`src/sv/b2s_pkg.sv`:
```
package b2s_pkg;

  localparam int COEF_W = 32;
  localparam int WIDE_W = 2 * COEF_W + 2;

  typedef logic signed [COEF_W-1:0] coef_t;
  typedef logic signed [WIDE_W-1:0] wide_t;

  localparam coef_t COEF_MAX = {1'b0, {(COEF_W-1){1'b1}}};
  localparam coef_t COEF_MIN = {1'b1, {(COEF_W-1){1'b0}}};

  typedef struct packed {
    coef_t num0;
    coef_t num1;
    coef_t num2;
    coef_t den1;
    coef_t den2;
  } biquad_t;

  typedef struct packed {
    coef_t high_mix;
    coef_t band_mix;
    coef_t low_mix;
    coef_t integrator_gain;
    coef_t feedback_coef;
    coef_t resolve_scale;
    logic  invalid;
  } svf_t;

  // Sign-extend a coefficient to the wide working format.
  function automatic wide_t widen(input coef_t x);
    return wide_t'(x);
  endfunction

  // Clamp a wide value into the coefficient range.
  function automatic coef_t sat(input wide_t x);
    wide_t hi;
    wide_t lo;
    hi = wide_t'(COEF_MAX);
    lo = wide_t'(COEF_MIN);
    if (x > hi) begin
      return COEF_MAX;
    end
    if (x < lo) begin
      return COEF_MIN;
    end
    return coef_t'(x[COEF_W-1:0]);
  endfunction

endpackage

```
`src/sv/b2s_mul.sv`:
```
module b2s_mul #(
  parameter int FRAC_BITS = 24
) (
  input  logic          clk,
  input  b2s_pkg::coef_t a,
  input  b2s_pkg::coef_t b,
  output b2s_pkg::coef_t p
);
  import b2s_pkg::*;

  localparam wide_t HALF = wide_t'(1) <<< (FRAC_BITS - 1);

  logic signed [2*COEF_W-1:0] prod;
  wide_t                      rnd;

  always_ff @(posedge clk) begin
    prod <= a * b;
  end

  // Round to nearest, ties toward plus infinity.
  assign rnd = (wide_t'(prod) + HALF) >>> FRAC_BITS;

  always_ff @(posedge clk) begin
    p <= sat(rnd);
  end

endmodule

```
`config.mk`:
```
export PLATFORM = sky130hd
export DESIGN_NAME = b2s_mul
export DESIGN_NICKNAME = d
export VERILOG_FILES = /design/src/sv/b2s_pkg.sv /design/src/sv/b2s_mul.sv
export SDC_FILE = /design/constraint.sdc
export NUM_CORES = 2
export LEC_CHECK = 0
export BUFFER_PORTS_ARGS = -buffer_cell sky130_fd_sc_hd__buf_2
export CAP_MARGIN = 20
export CORE_ASPECT_RATIO = 1.2
export CORE_MARGIN = 2
export CORE_UTILIZATION = 55
export DETAILED_ROUTE_END_ITERATION = 7
export GPL_TIMING_DRIVEN = 0
export PLACE_DENSITY = 0.77
export SLEW_MARGIN = 15
export SYNTH_ARGS = -nofsm -noshare
export SYNTH_HDL_FRONTEND = slang
export SYNTH_SLANG_ARGS = --single-unit
```
`constraint.sdc`:
```
create_clock -name clk -period 10.6 [get_ports clk]
set_input_delay 1.59 -clock clk [delete_from_list [all_inputs] [get_ports clk]]
set_output_delay 1.59 -clock clk [all_outputs]
set_load 0.01 [all_outputs]
```
# Word-level counts from Yosys, hierarchy flattened
# Index checks and enable logic that the tools add are counted.
[classes]
n_addsub = 1
mul = 1
div = 0
n_lt_le_gt_ge = 2
eq_ne = 0
shift = 0
mux = 7
bitwise = 0
n_reduce_logical = 0
[ops]
columns = ["operator", "n"]
rows = [
  ["32-bit two-way mux", 4],
  ["64-bit by 25-bit adder with 65-bit output, second input constant", 1],
  ["32-bit by 32-bit multiplier with 64-bit output", 1],
  ["41-bit by 32-bit > comparator with 1-bit output, second input constant", 1],
  ["41-bit by 32-bit less-than comparator with 1-bit output, second input constant", 1],
  ["1-bit two-way mux", 3],
]
[word_totals]
ff_bits = 96
latch_bits = 0
mem_bits_rw = 0
rom_bits = 0
input_bits = 65
output_inout_bits = 32
elab_cells = 13
n_memories = 0

# Depth between registers and ports, before layout
[logic_depth]
ltp_word = 6
depth_mapped = 27
ltp_nobuf = 25

# Worst setup path after synthesis
# OpenSTA, ideal clock, no wires.
[synth_timing]
kind = "in2reg"
from = "input port a[31]"
to = "register prod[63]"
setup_time_ps = 143
t_arrival_ps = 9077
required_time_ps = 10457
setup_slack_ps = 1379
stages = 26
n_path_buf = 1
cell_sequence = "clkbuf_1 -> nand2_1 -> inv_1 -> fa_1 -> inv_1 -> fa_1 -> fa_1 -> inv_1 -> fa_1 -> inv_1 -> fa_1 -> inv_1 -> fa_1 -> inv_1 -> fa_1 -> inv_1 -> fa_1 -> ha_1 -> nand2_1 -> nor2_1 -> and4_1 -> a31oi_1 -> or4b_2 -> o211ai_1 -> a2111o_1 -> o211ai_1"
[synth_via]
elab_chain_cells = 1
[synth_lines]
columns = ["element", "line_no", "text"]
rows = [
  ["from (decl)", "b2s_mul.sv:5", "input b2s_pkg::coef_t a,"],
  ["32-bit by 32-bit multiplier with 64-bit output", "b2s_mul.sv:17", "prod <= a * b;"],
  ["to (signal assigned)", "b2s_mul.sv:17", ""],
  ["to (decl)", "b2s_mul.sv:13", "logic signed [2*COEF_W-1:0] prod;"],
]
# No other way between the ends.

# Final worst setup path
[layout_timing]
from = "input port b[10]"
to = "register prod[51]"
[layout_via]
elab_chain_cells = 1
[layout_lines]
columns = ["element", "line_no", "text"]
rows = [
  ["from (decl)", "b2s_mul.sv:6", "input b2s_pkg::coef_t b,"],
  ["32-bit by 32-bit multiplier with 64-bit output", "b2s_mul.sv:17", ""],
]
# No other way between the ends.

==> out/results.txt <==
Final cell count without fillers: 5059
WHS Endpoint: p[31]
Initial antenna violation count: 23
Top cell type's share of synthesized area: 56.9%
Most numerous cell in the Yosys netlist: fa_1
Reg2Reg Setup Slack: 7.61 ns
Die Wd: 244 microns
CP Data Required Time: 10.85 ns
Slowest cell on the critical path: clkbuf_1
Max cap viols: 0
Largest net degree at the start of global routing: 24
DIE HEIGHT: 292 microns
Vias: 29600
Fillers: 6046
CTS tree: yes
Post-route ant nets: 0
CTS clk-pin slew, worst paths: 0.06 ns
Fin nets: 5455
CP Cell Sequence: buf_2 > clkbuf_1 > and2_1 > fa_1 > inv_1 > fa_1 > fa_1 > inv_1 > fa_1 > inv_1 > fa_1 > inv_1 > fa_1 > fa_1 > fa_1 > ha_1 > a21oi_1 > nor2_1 > a211oi_2 > o2111ai_1 > a221oi_1 > o21ai_0 > a21o_1 > a22oi_1
R2R cell count: 10
Vias in the first global route: 32500
Ratio of cells with drive above 1 in the final layout: 3.46%
CTS Root Cell: clkbuf_16
Clock Skew: 0.00719 ns
Clock Latency Late Sink: 0.33 ns
Slew headroom: 17.1%
Ranking of synthesized cells by area: fa_1, inv_1, and2_1
Synth warn: 0
Hold WC Path Type: reg2reg
Worst Max-Slew Pin Slew: 1.24 ns
WL final: 137000 microns
Synthesis-to-finish area growth: 5.09%
Register area: 1460 sq um
Residual DRC: 0
H-tree levels: 3
Critical path endpoint category: flip-flop
Fin. Hold Viols: 0
I/O pins: 97
Core Footprint: 68400 sq um
Final Cell Area: 40000 sq um
PortBufs: 96
Total GRT Usage: 40.2%
Dpl cells: 5034
FF-to-FF Start: prod[23]
Startpoint Class: primary input
Global-route wire length before repair: 203000 microns
EDFF count, synth: 0
Mean number of vias per cell: 5.85
Crit Path Category: in2reg
RSZ-0062 raised after global routing: no
Tmin final: 10.39 ns
DRT iter0 DRCs: 2795
FMAX: 96.3 MHz
Post-synth design cell area: 38000 sq um
Syn_area_per_cell: 9.44 sq um
Crit Path Max Fanout: 14
Primary FF master, synth: dfxtp_1
Row count: 105
Ys async rst share: 0%
Worst path arrival time: 10.64 ns
Post-synth top cells: fa_1, inv_1, nand2_1, and2_1, clkbuf_1
Final Cycle Share: 98.0%
GRT overflow: 0
Status: completed
Final Wtd Congestion: 1.11
Hold path depth: 1
DPL Wire Length: 111000 microns
Most frequent CP cell: fa_1
Final setup violating endpoints: 0
Post-synthesis sequential area ratio: 3.84%
Clock sinks: 73
Worst Path Buf+Inv: 6
Post-synthesis cell type count: 71
Initial Util: 55.6%
Area leader, netlist: fa_1
Slowest Stage Delay on Critical Path: 0.87 ns
Fin util: 58.4%
Placed Area: 39700 sq um
CTS buffer count: 9
Syn_nets: 5356
Hold slack: 0.532 ns
DR pass1 iterations: 6
WL/cell: 27.1 microns
Hold_sp: prod[63]
Syn Inst Count: 4029
Largest delay share family, worst path: adder cells
Die area: 71300 sq um
Synthesized flop and latch total: 73
Multi-input logic area: 32100 sq um
Fin. max-slew vios: 0
Worst R2R End: p[6]
CTS max path bufs: 2
## how the worst max path moves through the flow
stage	start	end	slack (ns)	cells past startpoint
final	b[10]	prod[51]	0.21	24
after CTS	b[7]	prod[63]	0.07	24
after global placement	b[5]	prod[63]	-0.67	27
after floorplan	a[31]	prod[63]	1.38	26
after detailed placement	b[5]	prod[63]	-0.71	25
after global routing	b[5]	prod[63]	0.02	26
## layer usage
layer / up-vias / GRT usage [%] / wire, microns
li1: 11800 / - / -
met1: 15100 / 44.2 / 42700
met2: 1962 / 62.2 / 61700
met3: 729 / 12.8 / 16200
met4: 8 / 36.8 / 16500
met5: - / 0 / 55
## layout by cell type, fill, tap and decap left out, types with 3 or more instances in the layout
cell type,n
clkbuf_1,182
ha_1,181
o211ai_1,8
and2_1,511
a31oi_1,7
and3_1,11
a211oi_1,8
buf_6,4
diode_2,17
nand2_1,534
nand2b_1,11
nor2b_1,5
nor2_1,61
nor4_1,3
a21o_1,7
buf_2,99
o21ai_1,29
inv_1,993
fa_1,1079
xor2_1,30
nand4_1,18
a221oi_1,3
o21bai_1,9
o31ai_1,4
clkbuf_16,9
mux2i_1,4
inv_6,4
xnor2_1,54
nor3_1,14
dfxtp_1,73
o21ai_0,25
o21a_1,5
a21oi_1,60
and4_1,6
nand3_1,25
a211o_1,3
clkbuf_2,5
## repair_timing
action / in CTS / in global routing
hold buffers: 0 / 0
gates resized for setup: 1 / 9
setup buffers: 0 / 0
endpoints found under the setup margin: 10 / 11
pin swaps: 0 / 0
## registers in the layout, summed over array words and instances, names as in the netlist
register / count
p: 32
prod: 41
## cells by family after synthesis
family	count (synthesis)	synth area share, %
AO/OA/AOI/OAI	195	3.30
XOR/XNOR	84	1.93
adder cells (fa/ha/maj)	1262	62.8
buffers and inverters	1196	11.9
flip-flops	73	3.84
multiplexers	4	0.105
AND/OR/NAND/NOR	1215	16.1
## area by class of cell
class	count	share of cell area (%)
repair buffers	97	1.23
well taps	909	2.84
clock inverters	7	0.147
inverters	994	9.33
flip-flops and latches	73	3.65
diodes	17	0.106
clock buffers	9	0.563
multi-input cells	2760	80.2
plain buffers	193	1.89
## stage by stage
step | worst slack, ns | TNS [ns]
floorplan | 1.38 | 0
global route | 0.0196 | 0
finish | 0.213 | 0
global placement | -0.674 | -5.01
CTS | 0.0671 | 0
detailed placement | -0.710 | -5.51
Power is left out: the tool's default activity adds up to more than one toggle a clock period on the data nets, which glitch-free logic cannot reach.
