==> src/sv/b2s_pkg.sv <==
package b2s_pkg;

  localparam int COEF_W = 32;
  localparam int WIDE_W = 2 * COEF_W + 2;

  typedef logic signed [COEF_W-1:0] coef_t;
  typedef logic signed [WIDE_W-1:0] wide_t;

  localparam coef_t COEF_MAX = {1'b0, {(COEF_W-1){1'b1}}};
  localparam coef_t COEF_MIN = {1'b1, {(COEF_W-1){1'b0}}};

  typedef struct packed {
    coef_t num0;
    coef_t num1;
    coef_t num2;
    coef_t den1;
    coef_t den2;
  } biquad_t;

  typedef struct packed {
    coef_t high_mix;
    coef_t band_mix;
    coef_t low_mix;
    coef_t integrator_gain;
    coef_t feedback_coef;
    coef_t resolve_scale;
    logic  invalid;
  } svf_t;

  // Sign-extend a coefficient to the wide working format.
  function automatic wide_t widen(input coef_t x);
    return wide_t'(x);
  endfunction

  // Clamp a wide value into the coefficient range.
  function automatic coef_t sat(input wide_t x);
    wide_t hi;
    wide_t lo;
    hi = wide_t'(COEF_MAX);
    lo = wide_t'(COEF_MIN);
    if (x > hi) begin
      return COEF_MAX;
    end
    if (x < lo) begin
      return COEF_MIN;
    end
    return coef_t'(x[COEF_W-1:0]);
  endfunction

endpackage

==> src/sv/b2s_sqrt.sv <==
module b2s_sqrt #(
  parameter int FRAC_BITS = 24
) (
  input  logic           clk,
  input  b2s_pkg::coef_t x,
  output b2s_pkg::coef_t r
);
  import b2s_pkg::*;

  localparam int SQB = (COEF_W + FRAC_BITS) / 2;
  localparam int SW  = 2 * SQB + 2;

  logic [SW-1:0]  s_rem  [SQB+1];
  logic [SQB:0]   s_root [SQB+1];
  logic [SQB:0]   r_fin;

  // Non-positive input gives zero.
  always_ff @(posedge clk) begin
    s_rem[0]  <= (x[COEF_W-1] || x == '0) ? '0 : (SW'(x) << FRAC_BITS);
    s_root[0] <= '0;
  end

  // One root bit per cell, most significant first; hold the remainder v - r*r.
  for (genvar i = 1; i <= SQB; i++) begin : g_cell
    localparam int K = SQB - i;
    localparam logic [SQB:0] RBIT = (SQB+1)'(1) << K;
    logic [SW-1:0] trial;
    logic          take;

    assign trial = (SW'(s_root[i-1]) << (K + 1)) + (SW'(1) << (2 * K));
    assign take  = (s_rem[i-1] >= trial);

    always_ff @(posedge clk) begin
      s_rem[i]  <= take ? (s_rem[i-1] - trial) : s_rem[i-1];
      s_root[i] <= take ? (s_root[i-1] | RBIT) : s_root[i-1];
    end
  end

  // Round to nearest: bump when the remainder exceeds the root.
  assign r_fin = (s_rem[SQB] > SW'(s_root[SQB])) ? (s_root[SQB] + 1'b1) : s_root[SQB];

  always_ff @(posedge clk) begin
    r <= sat(wide_t'(r_fin));
  end

endmodule

==> config.mk <==
export PLATFORM = sky130hd
export DESIGN_NAME = b2s_sqrt
export DESIGN_NICKNAME = d
export VERILOG_FILES = /design/src/sv/b2s_pkg.sv /design/src/sv/b2s_sqrt.sv
export SDC_FILE = /design/constraint.sdc
export NUM_CORES = 2
export LEC_CHECK = 0
export BUFFER_PORTS_ARGS = -buffer_cell sky130_fd_sc_hd__buf_2
export CAP_MARGIN = 0
export CORE_UTILIZATION = 60
export DETAILED_ROUTE_END_ITERATION = 7
export HOLD_SLACK_MARGIN = 0.1
export PLACE_DENSITY = 0.79
export SKIP_LAST_GASP = 1
export SYNTH_ARGS = -nofsm -noshare
export SYNTH_HDL_FRONTEND = slang
export SYNTH_SLANG_ARGS = --single-unit
==> constraint.sdc <==
create_clock -name clk -period 9.4 [get_ports clk]
set_input_delay 0.47 -clock clk [delete_from_list [all_inputs] [get_ports clk]]
set_output_delay 0.47 -clock clk [all_outputs]
set_load 0.01 [all_outputs]
== Word level (Yosys, flattened, before mapping) ==
Memory sizes are Yosys's and may differ from the RTL's.
Index checks and enable logic that the tools add are counted.

* Memories kept: 2
* Input bits: 33
* RAM bits: 2523
* Logic and storage cells: 149
* Register bits: 29
* Output and inout port bits: 32

{| class="wikitable"
|+ Memories
! memory !! words !! width !! read ports !! clocked after Yosys merged registers in !! write ports !! line !! source
|-
| s_rem || 29 || 58 || 29 || 0 || 29 || b2s_sqrt.sv:13 || <nowiki>logic [SW-1:0] s_rem [SQB+1];</nowiki>
|-
| s_root || 29 || 29 || 29 || 0 || 29 || b2s_sqrt.sv:14 || <nowiki>logic [SQB:0] s_root [SQB+1];</nowiki>
|}

* Add/subtract/negate cells: 57
* Reductions and logical operators: 2
* Muxes and demuxes: 58
* Order comparisons: 29

{| class="wikitable"
|+ Operator list
! cell !! count
|-
| 58-bit 2-to-1 mux || 29
|-
| 58-bit >= comparator || 5
|-
| 58-bit subtractor || 5
|-
| 57-bit by 55-bit adder with 58-bit output (second input constant) || 1
|-
| 58-bit by 35-bit >= comparator with 1-bit output || 1
|-
| 58-bit by 36-bit >= comparator with 1-bit output || 1
|-
| 58-bit by 37-bit >= comparator with 1-bit output || 1
|-
| 58-bit by 38-bit >= comparator with 1-bit output || 1
|-
| 58-bit by 39-bit >= comparator with 1-bit output || 1
|-
| 58-bit by 40-bit >= comparator with 1-bit output || 1
|-
| 58-bit by 41-bit >= comparator with 1-bit output || 1
|-
| 58-bit by 42-bit >= comparator with 1-bit output || 1
|-
| 58-bit by 43-bit >= comparator with 1-bit output || 1
|-
| 58-bit by 44-bit >= comparator with 1-bit output || 1
|-
| 58-bit by 45-bit >= comparator with 1-bit output || 1
|-
| 58-bit by 46-bit >= comparator with 1-bit output || 1
|-
| 58-bit by 47-bit >= comparator with 1-bit output || 1
|-
| 58-bit by 48-bit >= comparator with 1-bit output || 1
|-
| 58-bit by 49-bit >= comparator with 1-bit output || 1
|-
| 58-bit by 50-bit >= comparator with 1-bit output || 1
|-
| 58-bit by 51-bit >= comparator with 1-bit output || 1
|-
| 58-bit by 52-bit >= comparator with 1-bit output || 1
|-
| 58-bit by 53-bit >= comparator with 1-bit output || 1
|-
| 58-bit by 54-bit >= comparator with 1-bit output || 1
|-
| other kinds (86) || 86
|}

== Logic depth before layout (Yosys ltp) ==
An unclocked memory read counts as a cell.

* Word-level depth: 4
* Gate-level depth with buffers: 15
* Depth with buffers taken out: 14

== Worst setup path after synthesis ==
Ideal clock, no wire load.

* Kind: register to register
* From: memory s_root[22][6] (netlist bit)
* To: memory s_rem[23][56] (netlist bit)
* Library setup time: 118 ps
* Slack: 5719 ps
* Data arrival time: 3562 ps
* Period minus slack after synthesis: 3681 ps
* Stages on the path, launching flop included: 13
* Data required time: 9282 ps
* Buffers on the path: 0
* Cells stage by stage: dfxtp_1 -> inv_1 -> ha_1 -> fa_1 -> a211o_1 -> a2111oi_0 -> o31ai_1 -> and3_1 -> o31ai_1 -> o41ai_1 -> nor4b_1 -> nand3_1 -> xnor2_1

{| class="wikitable"
|+ RTL lines
! element !! line
|-
| start: declaration || b2s_sqrt.sv:14
|-
| end: declaration || b2s_sqrt.sv:13
|}

==> impl_metrics.env <==
export IMPL_crit_required_ns=10.06
export IMPL_ff_latch_area_sq_mm=0.0313
export IMPL_endpoint="s_rem[23][56]"
export IMPL_report_final_slew_viol_count=0
export IMPL_grt_max_degree=54
export IMPL_slew_headroom_pct=12.0
export IMPL_p_switching_w=0.00605
export IMPL_power_internal_w=0.0138
export IMPL_run_status="finished, final reports clean"
export IMPL_fmax_mhz=229
export IMPL_synthArstFlopShare_pct=0
export IMPL_synth_common_cells="dfxtp_1, inv_1, nand2_1"
export IMPL_p_per_area_mw_per_mm2=268
export IMPL_p_comb_share_pct=19.0
export IMPL_ff2ff_path_depth=12
export IMPL_multi_input_area_sq_mm=0.0324
export IMPL_layout_min_cycle_time_ns=4.36
export IMPL_dp_hpwl_microns=106000
export IMPL_synth_main_ff_cell="dfxtp_1"
export IMPL_ys_warn_count=0
export IMPL_cts_sinks=1562
export IMPL_synth_top_area_share_pct=47.1
export IMPL_place_port_buffers=61
export IMPL_dr_pass1_iters=6
export IMPL_n_antenna_cell=0
export IMPL_grtUsageTotal_pct=25.4
export IMPL_wire_per_inst_microns=16.5
export IMPL_synthTopCellsByArea="dfxtp_1, ha_1, xor2_1, xnor2_1, a21oi_1"
export IMPL_vias=49500
export IMPL_finalPower_w=0.0198
export IMPL_clk_transition_reported_paths_ns=0.06
export IMPL_cts_path_max_buffers=3
export IMPL_core_sq_mm=0.109
export IMPL_worstPathMaxFanout=6
export IMPL_grt_setup_unrepaired="false"
export IMPL_syn_area_sq_mm=0.0664
export IMPL_end_kind="register"
export IMPL_r2r_start="s_root[22][6]"
export IMPL_r2r_end="s_rem[23][56]"
export IMPL_hold_class="register to register"
export IMPL_worst_slew_pin_transition_ns=1.31
export IMPL_antenna_found_initial=0
export IMPL_drt_iter0_drc=3197
export IMPL_synth_edf_count=0
export IMPL_initial_utilization_pct=60.7
export IMPL_synthCells=7049
export IMPL_r2r_slack_ns=5.04
export IMPL_swShare_pct=30.5
export IMPL_finalCritPeriodShare_pct=46.4
export IMPL_crit_type="register to register"
export IMPL_yosysUniqueCellTypes=87
export IMPL_cap_violations=0
export IMPL_num_rows=121
export IMPL_grt_ovfl_total=0
export IMPL_nNetsFinal=7660
export IMPL_cts_htree_levels=4
export IMPL_ir_drop_mv=0.258
export IMPL_pin_count=65
export IMPL_yosys_area_top_type="dfxtp_1"
export IMPL_finClkSkew_ns=0.0784
export IMPL_wirelength_microns=144000
export IMPL_setup_viol=0
export IMPL_worstSkewPairLatency_ns=0.79
export IMPL_syn2layout_area_growth_pct=11.6
export IMPL_cts_setup_buffers=0
export IMPL_grt_pass1_wl_microns=237000
export IMPL_synth_seq_cells=1562
export IMPL_cp_startpoint="s_root[22][6]"
export IMPL_first_global_vias=49400
export IMPL_final_hold_viol_count=0
export IMPL_tns_ns=0
export IMPL_seqPwrFrac_pct=48.1
export IMPL_die_y_microns=335
export IMPL_synth_yosys_seq_area_share_pct=47.1
export IMPL_root_buffer="clkbuf_16"
export IMPL_ctsResizeCount=0
export IMPL_fillers=8235
export IMPL_die_width_microns=335
export IMPL_ant_nets=0
export IMPL_drc_errors=0
export IMPL_cts_buffers=155
export IMPL_place_gp_congestion=0.915
export IMPL_yosysMostFrequentCell="dfxtp_1"
export IMPL_p_leak_nw=34.6
export IMPL_crit_path_start_kind="register"
export IMPL_p_clk_share_pct=32.9
export IMPL_cts_hold_buffers=31
export IMPL_synth_area_per_cell_sq_um=9.42
export IMPL_layout_drive_gt1_share_pct=6.49
export IMPL_cts_tree="done"
export IMPL_crit_arrival_ns=5.02
export IMPL_vias_per_cell=5.64
export IMPL_die_area_sq_mm=0.112
## power groups by stage
stage          clock network [W]  logic, W  registers [W]
2_1_floorplan                  0   0.00297        0.00915
3_3_place_gp                   0   0.00359        0.00959
3_5_place_dp                   0   0.00367        0.00962
4_1_cts                  0.00661   0.00375        0.00950
5_1_grt                  0.00690   0.00420        0.00969
6_report                 0.00651   0.00377        0.00954
## per-layer routing
layer	GRT usage, %	wire [microns]	vias to the layer above
li1	-	-	24700
met1	29.0	60000	23100
met2	47.0	73100	1233
met3	3.23	5930	395
met4	11.3	5400	0
met5	0	0	-
## worst min path at each step
| stage | slack [ns] | from | cells after the start | end |
|---|---|---|---|---|
| floorplan | 0.32 | s_rem[12][24] | 0 | s_rem[13][24] |
| global placement | 0.33 | s_rem[4][38] | 0 | s_rem[5][38] |
| detailed placement | 0.33 | s_rem[6][36] | 0 | s_rem[7][36] |
| CTS | 0.25 | x[31] | 3 | s_rem[0][36] |
| global route | 0.33 | s_root[16][19] | 0 | s_root[17][19] |
| finish | 0.32 | s_root[25][3] | 0 | s_root[26][3] |
## registers in the layout (all words and copies together), names as in the netlist
| register | count |
|---|---|
| s_rem | 1127 |
| s_root | 406 |
| r | 29 |
## critical path: stages, from the launching register on
cell,delay (ns)
dfxtp_1,0.33
inv_1,0.05
ha_1,0.22
fa_1,0.43
a211o_1,0.34
a2111oi_0,0.60
o31ai_1,0.34
and3_1,0.28
o31ai_1,0.45
o41ai_1,0.18
nor4b_2,0.69
nand3_1,0.18
xnor2_1,0.16
## logic make-up (layout without fill, tap and decap cells)
kind of cell	Yosys count	count (layout)	share of synthesized area, %
AO/OA/AOI/OAI	1392	1392	13.0
XOR/XNOR	744	744	9.82
adder cells (fa/ha/maj)	451	451	8.64
buffers and inverters	726	972	4.15
flip-flops	1562	1562	47.1
multiplexers	67	67	1.13
other	1	4	0.00565
AND/OR/NAND/NOR	2106	2106	16.2
## cell type report
type / instances / share of cell area (%)
repair buffers: 115 / 1.06
flip-flops and latches: 1562 / 42.2
multi-input cells: 4764 / 43.8
well taps: 1476 / 2.49
clock inverters: 82 / 1.75
clock buffers: 197 / 5.76
inverters: 578 / 2.93
## cells in the final DEF, fill, tap and decap left out, drive strengths merged, types with 12 or more instances in the layout
cell type / n
a2111oi: 14
o21a: 83
mux2: 57
o21ai: 362
o31ai: 44
o211ai: 33
clkinv: 55
clkbuf: 197
inv: 576
or3: 108
a21boi: 13
a211oi: 36
or2: 31
ha: 439
a211o: 27
fa: 12
a21o: 161
nand3: 135
xor2: 382
o21bai: 39
xnor2: 362
or4: 60
nand4: 91
buf: 84
nor4b: 26
nor4: 181
a21oi: 439
and3: 44
a31oi: 35
nand2b: 71
nor3: 231
nand4b: 16
nor2b: 51
dfxtp: 1562
nor2: 452
and2: 58
dlygate4sd3: 31
nand2: 481
bufinv: 21
nand3b: 18
## metrics by stage
stage	instance area, sq um	util [%]	instances	hold WS (ns)	worst slack [ns]
floorplan	66400	-	7052	0.322	5.72
global placement	68200	62.4	8464	0.328	4.55
detailed placement	68200	62.4	8464	0.331	4.63
CTS	74100	67.8	8774	0.251	4.62
global route	74100	67.8	8774	0.334	4.72
finish	74100	67.8	8774	0.318	5.04
Note: power is estimated with default switching activity, not from simulation.
